### src/hw/rtl/rrbs_pkg.sv
package rrbs_pkg;

	localparam int MARK_W   = 7;
	localparam int COUNT_W  = 40;
	localparam int ITEM_W   = 64;
	localparam int CFG_W    = 40;

	// config register indexes
	localparam logic CFG_MARK_LIMIT  = 1'b0;
	localparam logic CFG_NODE_BUDGET = 1'b1;

	localparam logic [MARK_W-1:0]  MARK_LIMIT_RST  = 7'd111;
	localparam logic [COUNT_W-1:0] NODE_BUDGET_RST = 40'd1000000000;

	typedef logic [MARK_W-1:0]  mark_t;
	typedef logic [COUNT_W-1:0] count_t;

	typedef struct packed {
		logic [ITEM_W-1:0] allowed_high;
		logic [ITEM_W-1:0] allowed_low;
	} in_item_t;

	typedef struct packed {
		logic   row_found;
		logic   budget_hit;
		mark_t  mark_one;
		mark_t  mark_two;
		mark_t  mark_three;
		mark_t  mark_four;
		mark_t  mark_five;
		count_t node_count;
	} out_item_t;

	// controller -> datapath
	typedef struct packed {
		logic init;
		logic count;
		logic seed;
		logic pick;
		logic back;
		logic step;
		logic place;
		logic finish;
		logic found;
		logic stopped;
	} cmd_t;

	// datapath -> controller
	typedef struct packed {
		logic budget_hit;
		logic full;
		logic cand_ok;
		logic depth_one;
		logic chk_bad;
		logic chk_last;
	} status_t;

endpackage

### src/hw/rtl/rrbs_ctrl.sv
module rrbs_ctrl (
	input  logic              clk,
	input  logic              arst_n,
	input  logic              start,
	output logic              busy,
	input  rrbs_pkg::status_t st,
	output rrbs_pkg::cmd_t    cmd
);

	localparam logic [1:0] S_IDLE  = 2'd0;
	localparam logic [1:0] S_ENTER = 2'd1;
	localparam logic [1:0] S_PICK  = 2'd2;
	localparam logic [1:0] S_CHECK = 2'd3;

	logic [1:0] state_q;
	logic [1:0] state_nxt;

	assign busy = (state_q != S_IDLE);

	always_comb begin
		cmd       = '0;
		state_nxt = state_q;
		case (state_q)
			S_IDLE: begin
				if (start) begin
					cmd.init  = 1'b1;
					state_nxt = S_ENTER;
				end
			end
			S_ENTER: begin
				if (st.budget_hit) begin
					cmd.finish  = 1'b1;
					cmd.stopped = 1'b1;
					state_nxt   = S_IDLE;
				end else begin
					cmd.count = 1'b1;
					if (st.full) begin
						cmd.finish = 1'b1;
						cmd.found  = 1'b1;
						state_nxt  = S_IDLE;
					end else begin
						cmd.seed  = 1'b1;
						state_nxt = S_PICK;
					end
				end
			end
			S_PICK: begin
				if (st.cand_ok) begin
					cmd.pick  = 1'b1;
					state_nxt = S_CHECK;
				end else begin
					cmd.back = 1'b1;
					if (st.depth_one) begin
						// tree exhausted
						cmd.finish = 1'b1;
						state_nxt  = S_IDLE;
					end
				end
			end
			S_CHECK: begin
				if (st.chk_bad) begin
					state_nxt = S_PICK;
				end else if (st.chk_last) begin
					cmd.place = 1'b1;
					state_nxt = S_ENTER;
				end else begin
					cmd.step = 1'b1;
				end
			end
			default: begin
				state_nxt = S_IDLE;
			end
		endcase
	end

	always_ff @(posedge clk or negedge arst_n) begin
		if (!arst_n) begin
			state_q <= S_IDLE;
		end else begin
			state_q <= state_nxt;
		end
	end

endmodule

### src/hw/rtl/rrbs_dpath.sv
module rrbs_dpath #(
	parameter int MARK_COUNT = 6,
	parameter int MASK_BITS  = 128
) (
	input  logic                clk,
	input  logic                arst_n,
	input  rrbs_pkg::cmd_t      cmd,
	input  rrbs_pkg::in_item_t  item,
	input  rrbs_pkg::mark_t     mark_limit,
	input  rrbs_pkg::count_t    node_budget,
	output rrbs_pkg::status_t   st,
	output logic                done,
	output rrbs_pkg::out_item_t result
);

	localparam int DW  = $clog2(MARK_COUNT + 1);
	localparam int IW  = $clog2(MARK_COUNT);
	localparam int MBW = $clog2(MASK_BITS);
	localparam logic [8:0] MC9 = 9'(MARK_COUNT);
	localparam logic [7:0] MB8 = 8'(MASK_BITS);
	localparam logic [DW-1:0] DEPTH_FULL = DW'(MARK_COUNT);
	localparam logic [DW-1:0] DEPTH_ONE  = DW'(1);

	logic [MASK_BITS-1:0]  allowed_q;
	logic [DW-1:0]         depth_q;
	rrbs_pkg::mark_t       last_q;
	rrbs_pkg::mark_t       cand_q;
	logic [IW-1:0]         j_q;
	logic [MASK_BITS-1:0]  chk_mask_q;
	rrbs_pkg::count_t      visited_q;
	rrbs_pkg::mark_t       mark_q [MARK_COUNT];
	logic [MASK_BITS-1:0]  used_q [MARK_COUNT];
	logic [7:0]            next_q [MARK_COUNT];
	logic                  done_q;
	rrbs_pkg::out_item_t   res_q;

	logic [IW-1:0]         lvl;
	logic [IW-1:0]         lvl_m1;
	logic [DW-1:0]         depth_m1;
	logic [2*rrbs_pkg::ITEM_W-1:0] item_bits;
	rrbs_pkg::mark_t       diff;
	logic [MBW-1:0]        didx;
	logic [MASK_BITS-1:0]  diff_bit;
	logic [8:0]            lhs;
	logic [8:0]            rhs;
	rrbs_pkg::count_t      visited_nxt;
	rrbs_pkg::mark_t       mark_sel [1:5];

	assign depth_m1  = depth_q - DEPTH_ONE;
	assign lvl       = depth_q[IW-1:0];
	assign lvl_m1    = depth_m1[IW-1:0];
	assign item_bits = {item.allowed_high, item.allowed_low};

	// one difference per cycle against mark j
	assign diff = cand_q - mark_q[j_q];
	assign didx = diff[MBW-1:0];

	always_comb begin
		diff_bit       = '0;
		diff_bit[didx] = 1'b1;
	end

	// next <= limit - (MARK_COUNT - d) + 1, kept unsigned
	assign lhs = 9'(next_q[lvl]) + MC9;
	assign rhs = 9'(mark_limit) + 9'd1 + 9'(depth_q);

	assign st.budget_hit = (visited_q >= node_budget);
	assign st.full       = (depth_q == DEPTH_FULL);
	assign st.cand_ok    = (lhs <= rhs);
	assign st.depth_one  = (depth_q == DEPTH_ONE);
	assign st.chk_bad    = ({1'b0, diff} >= MB8) || !allowed_q[didx] || chk_mask_q[didx];
	assign st.chk_last   = (j_q == lvl_m1);

	assign visited_nxt = visited_q + rrbs_pkg::COUNT_W'(cmd.count);

	for (genvar k = 1; k <= 5; k++) begin : g_mark
		if (k < MARK_COUNT) begin : g_on
			assign mark_sel[k] = cmd.found ? mark_q[k] : '0;
		end else begin : g_off
			assign mark_sel[k] = '0;
		end
	end

	// control state
	always_ff @(posedge clk or negedge arst_n) begin
		if (!arst_n) begin
			depth_q   <= '0;
			visited_q <= '0;
			done_q    <= 1'b0;
		end else begin
			done_q <= cmd.finish;
			if (cmd.init) begin
				depth_q   <= DEPTH_ONE;
				visited_q <= '0;
			end else begin
				visited_q <= visited_nxt;
				if (cmd.place) begin
					depth_q <= depth_q + DEPTH_ONE;
				end else if (cmd.back) begin
					depth_q <= depth_m1;
				end
			end
		end
	end

	// search stacks and working registers
	always_ff @(posedge clk) begin
		if (cmd.init) begin
			allowed_q <= item_bits[MASK_BITS-1:0];
			last_q    <= '0;
			mark_q[0] <= '0;
			used_q[0] <= '0;
		end
		if (cmd.seed) begin
			next_q[lvl] <= {1'b0, last_q} + 8'd1;
		end
		if (cmd.pick) begin
			cand_q      <= next_q[lvl][6:0];
			next_q[lvl] <= next_q[lvl] + 8'd1;
			chk_mask_q  <= used_q[lvl_m1];
			j_q         <= '0;
		end
		if (cmd.step) begin
			chk_mask_q <= chk_mask_q | diff_bit;
			j_q        <= j_q + IW'(1);
		end
		if (cmd.place) begin
			mark_q[lvl] <= cand_q;
			used_q[lvl] <= chk_mask_q | diff_bit;
			last_q      <= cand_q;
		end
		if (cmd.finish) begin
			res_q.row_found  <= cmd.found;
			res_q.budget_hit <= cmd.stopped;
			res_q.mark_one   <= mark_sel[1];
			res_q.mark_two   <= mark_sel[2];
			res_q.mark_three <= mark_sel[3];
			res_q.mark_four  <= mark_sel[4];
			res_q.mark_five  <= mark_sel[5];
			res_q.node_count <= visited_nxt;
		end
	end

	assign done   = done_q;
	assign result = res_q;

endmodule

### src/hw/rtl/ruler_row_backtrack_search_core.sv
// Depth-first search for one ruler row per input beat.
// Input: item (allowed-difference mask, 128 bits) is taken at a clock edge
//   with start high and busy low. busy stays high for the whole search.
// Output: done pulses for exactly one cycle with result valid; the
//   receiver cannot stall, so each result must be taken in that cycle.
// Config: cfg_we/cfg_idx/cfg_data write mark_limit (0) or node_budget (1)
//   at once; write only while busy is low.
// Timing: the start beat is taken at the edge that ends the idle cycle.
//   After that edge the search takes a step per node entered (plus a
//   final entry step when the budget ends the search), per candidate
//   value a pick step plus a step per difference checked against the
//   marks placed so far (at most MARK_COUNT-1), and a step per backtrack.
//   The single difference checker sets the pace. done is registered from
//   the last search step and rises in the cycle after it.
// The next start is accepted in the cycle done is high.
// Reset (arst_n low) returns to idle, drops done and restores
//   mark_limit 111 and node_budget 1000000000.
module ruler_row_backtrack_search_core #(
	parameter int MARK_COUNT = 6,
	parameter int MASK_BITS  = 128
) (
	input  logic                      clk,
	input  logic                      arst_n,
	input  logic                      start,
	output logic                      busy,
	input  rrbs_pkg::in_item_t        item,
	output logic                      done,
	output rrbs_pkg::out_item_t       result,
	input  logic                      cfg_we,
	input  logic                      cfg_idx,
	input  logic [rrbs_pkg::CFG_W-1:0] cfg_data
);

	rrbs_pkg::mark_t   mark_limit_q;
	rrbs_pkg::count_t  node_budget_q;
	rrbs_pkg::cmd_t    cmd;
	rrbs_pkg::status_t st;

	// config registers
	always_ff @(posedge clk or negedge arst_n) begin
		if (!arst_n) begin
			mark_limit_q  <= rrbs_pkg::MARK_LIMIT_RST;
			node_budget_q <= rrbs_pkg::NODE_BUDGET_RST;
		end else if (cfg_we) begin
			if (cfg_idx == rrbs_pkg::CFG_MARK_LIMIT) begin
				mark_limit_q <= cfg_data[rrbs_pkg::MARK_W-1:0];
			end
			if (cfg_idx == rrbs_pkg::CFG_NODE_BUDGET) begin
				node_budget_q <= cfg_data[rrbs_pkg::COUNT_W-1:0];
			end
		end
	end

	// sequencer: enter node / pick candidate / check differences
	rrbs_ctrl u_ctrl (
		.clk    (clk),
		.arst_n (arst_n),
		.start  (start),
		.busy   (busy),
		.st     (st),
		.cmd    (cmd)
	);

	// stacks, difference checker, node counter, result register
	rrbs_dpath #(
		.MARK_COUNT (MARK_COUNT),
		.MASK_BITS  (MASK_BITS)
	) u_dpath (
		.clk         (clk),
		.arst_n      (arst_n),
		.cmd         (cmd),
		.item        (item),
		.mark_limit  (mark_limit_q),
		.node_budget (node_budget_q),
		.st          (st),
		.done        (done),
		.result      (result)
	);

endmodule
### config.mk
export PLATFORM = sky130hd
export DESIGN_NAME = ruler_row_backtrack_search_core
export DESIGN_NICKNAME = d
export VERILOG_FILES = /design/src/hw/rtl/rrbs_pkg.sv /design/src/hw/rtl/rrbs_ctrl.sv /design/src/hw/rtl/rrbs_dpath.sv /design/src/hw/rtl/ruler_row_backtrack_search_core.sv
export SDC_FILE = /design/constraint.sdc
export NUM_CORES = 2
export LEC_CHECK = 0
export ABC_AREA = 1
export BUFFER_PORTS_ARGS = -buffer_cell sky130_fd_sc_hd__buf_2
export CORE_ASPECT_RATIO = 1.75
export CORE_MARGIN = 5
export CORE_UTILIZATION = 35
export CTS_BUF_LIST = sky130_fd_sc_hd__clkbuf_16
export CTS_CLUSTER_DIAMETER = 100
export DETAILED_ROUTE_END_ITERATION = 10
export MAX_ROUTING_LAYER = met4
export REMOVE_ABC_BUFFERS = 1
export SLEW_MARGIN = 20
export SYNTH_ARGS = -nofsm -noshare
export SYNTH_HDL_FRONTEND = slang
export SYNTH_SLANG_ARGS = --single-unit
### constraint.sdc
create_clock -name clk -period 20.6 [get_ports clk]
set_input_delay 2.06 -clock clk [delete_from_list [all_inputs] [get_ports clk]]
set_output_delay 2.06 -clock clk [all_outputs]
set_load 0.005 [all_outputs]
==> metrics.txt <==
status complete, no violations; main combinational cell family by area after synthesis compound AO/OA/AOI/OAI gates; largest net degree at the start of global routing 130; overall routed net length 156000 um; XOR/XNOR Fraction of Synth Area 0.687%; Cell Area, Synth 0.0561 mm^2; initial antenna violation count 4; max_slew headroom 27.4%; hpwl dp 94500 um; input/output buffers 251; synth unique cells 50; H-tree level count 3; Total Routing Usage GR 18.4%; # IOs 252; sequential share of the synthesized area 68.9%; Net Sw Frac 44.3%; total power 0.0110 W; total clock sinks 1304; Pint 0.00613 W; WL met1 60800 um; WL met2 78900 um; Mapped Avg Cell Area 11.3 um^2; RSZ-0062 raised after global routing no; die width 313 um; # hold bufs at CTS 0; Die ar. 0.169 mm^2; setup bufs post-CTS 0; worst vdd rail ir drop 0.000200 V; Clk pwr share 21.1%; post-DR vias/cell 5.23; layout cells sized above 1 10.6%; vias in the first global route 38100; mux cell area share after synthesis 0%; placer congestion estimate 0.917; hold path cells 2; CTS tree yes; first-pass GRT wire length 234000 um; final worst path period share 40.4%; Post-Synth Adder-Cell Area 1.72%; Starting DRT DRC Count 3354; Vert. Die Dim 540 um; utilization after layout 39.8%; via count 38200; Hold Crit Class reg2reg; Num CTS Buffers 119; Met3 Routed Length 9510 um; post-cts resize count 0; total grt overflow 0; Synth Area in Compound Gates 12.1%; Core ar. 0.159 mm^2; Net Sw Power 0.00488 W; root buffer cell clkbuf_16; EDFF count, synth 1208; Setup-failing EPs final 0; Bufs on Longest Clock Path 3; leak pwr 22.8 nW; Clock Latency Late Sink 0.76 ns; PwrDens 173 mW/mm^2; Synth Flop Type edfxtp_1; Fin. Hold Viols 0; commonest cells after routing, fill and taps aside edfxtp_1 (1208), nor2_1 (977), o21ai_0 (624), nand2_1 (561), inv_1 (407); worst path arrival time 8.68 ns; Post-synth ARST share 7.13%; reg2reg path depth 24; First-pass DRT Iterations 5; Ys Warns 0; # DRC 0; maxcap violations 0; CP Launch Type flop; Syn-to-layout area delta 13.1%; Worst Setup End Kind flop; final slew viol count 0; simple-gate portion of the synthesized area 11.7%; final net count 5386; commonest non-fill, non-tap cell in the layout edfxtp_1; sequential power share 33.9%; Max Used Layer met4; drt wl/cell 21.4 um; Worst-Margin Slew 1.09 ns; worst endpoint required time 20.95 ns; Starting Density 35.2%; Tmin final 8.33 ns; Fill cells 15000; fmax 120 MHz; Reg clk slew, reported paths 0.07 ns; Post-Synthesis Cells 4978; antenna viol nets, final 0; Worst Path Max Fanout 53; Final TNS setup 0 ns; Synth Register Bits 1304; combinational cell fraction of total power 45.1%; Row Count 194; Crit Path Class reg2reg; Setup Skew 0.0577 ns
==> cell usage after synthesis, drive strengths merged, types with 34 or more instances <==
master / n / share of area, %
nor2: 986 / 6.6
inv: 400 / 2.7
o21ai: 735 / 6.6
nor3: 34 / 0.30
nand2: 570 / 3.8
buf: 88 / 0.92
nand3: 48 / 0.45
a21oi: 94 / 0.84
ha: 74 / 1.7
clkbuf: 182 / 1.2
o211ai: 132 / 1.8
dfrtp: 74 / 3.3
edfxtp: 1208 / 65
o22ai: 131 / 1.5
o21bai: 83 / 1.1
==> registers in the layout, indices dropped and copies added (netlist names), named ones only <==
signal / count
u_dpath.used_q: 768
u_dpath.result: 77
u_dpath.next_q: 48
u_ctrl.state_q: 2
u_dpath.j_q: 3
u_dpath.allowed_q: 128
u_dpath.mark_q: 42
u_dpath.cand_q: 7
mark_limit_q: 7
u_dpath.visited_q: 40
u_dpath.done: 1
u_dpath.last_q: 7
u_dpath.depth_q: 3
u_dpath.chk_mask_q: 128
node_budget_q: 40
==> per-stage QoR <==
stage / instance area [um^2] / cells / hold slack, ns / worst slack, ns
global route: 63500 / 7295 / 0.509 / 11.78
finish: 63500 / 7297 / 0.482 / 12.27
detailed placement: 59400 / 7074 / 0.474 / 12.40
floorplan: 54900 / 4708 / 0.453 / -5.64
global placement: 59400 / 7074 / 0.471 / 12.55
CTS: 63500 / 7293 / 0.486 / 12.27
==> worst max-delay path, stage by stage, from the launching register on <==
cell and delay (ns):
dfxtp_1 0.31, buf_4 0.24, inv_2 0.18, o21ai_0 0.21, a21oi_1 0.07, o31ai_1 0.44
ha_4 0.22, fa_2 0.45, inv_2 0.64, buf_4 0.50, nor2_1 0.34, o21ai_0 0.17
nand3_1 0.09, nand2_1 0.06, nand2_1 0.07, nor2_1 0.17, nand2_1 0.09, nand2_1 0.10
nand2_2 0.10, nor2_8 0.26, nand3_4 0.59, nor2_4 0.23, buf_4 0.75, buf_4 0.83
buf_4 0.62
==> cell type report <==
class / instances / area [um^2] / share of cell area (%)
Multi-Input combinational cell: 3003 / 14800 / 23.4
Sequential cell: 1304 / 38700 / 61.0
Tap cell: 2058 / 2570 / 4.06
Inverter: 401 / 1530 / 2.42
Clock buffer: 129 / 3230 / 5.09
Clock inverter: 90 / 878 / 1.38
Antenna cell: 4 / 10.0 / 0.0158
Timing Repair Buffer: 308 / 1740 / 2.74
==> per-layer routing <==
metal / up-vias / global-route usage, %
met2: 1434 / 31.7
met5: - / -
met1: 18700 / 21.8
met4: 0 / 7.86
li1: 17700 / -
met3: 329 / 2.27
==> path summary, 6_finish.rpt <==
check	startpoint	end	slack [ns]
max	flop	u_dpath.used_q[2][55]	12.27
min	node_budget_q[28]	node_budget_q[28]	0.48
max reg2reg	flop	u_dpath.used_q[2][55]	12.27
min reg2reg	node_budget_q[28]	node_budget_q[28]	0.48
max in group asynchronous	arst_n	node_budget_q[23]	18.13
min in group asynchronous	arst_n	node_budget_q[38]	1.37
==> power groups by stage <==
stage / combinational, W / sequential (W) / clock (W)
after global routing: 0.00542 / 0.00376 / 0.00246
after global placement: 0.00492 / 0.00377 / 0
after detailed placement: 0.00495 / 0.00378 / 0
final: 0.00496 / 0.00373 / 0.00232
after floorplan: 0.00296 / 0.00382 / 0
after CTS: 0.00497 / 0.00373 / 0.00236
==> cell families after synthesis <==
logic type / count (synthesis)
compound gates: 1202
xor+xnor: 44
fa+ha+maj: 76
buf+inv: 671
flops: 1304
other cells: 1
simple gates: 1680
No activity file was read; power rests on OpenSTA's default activity.
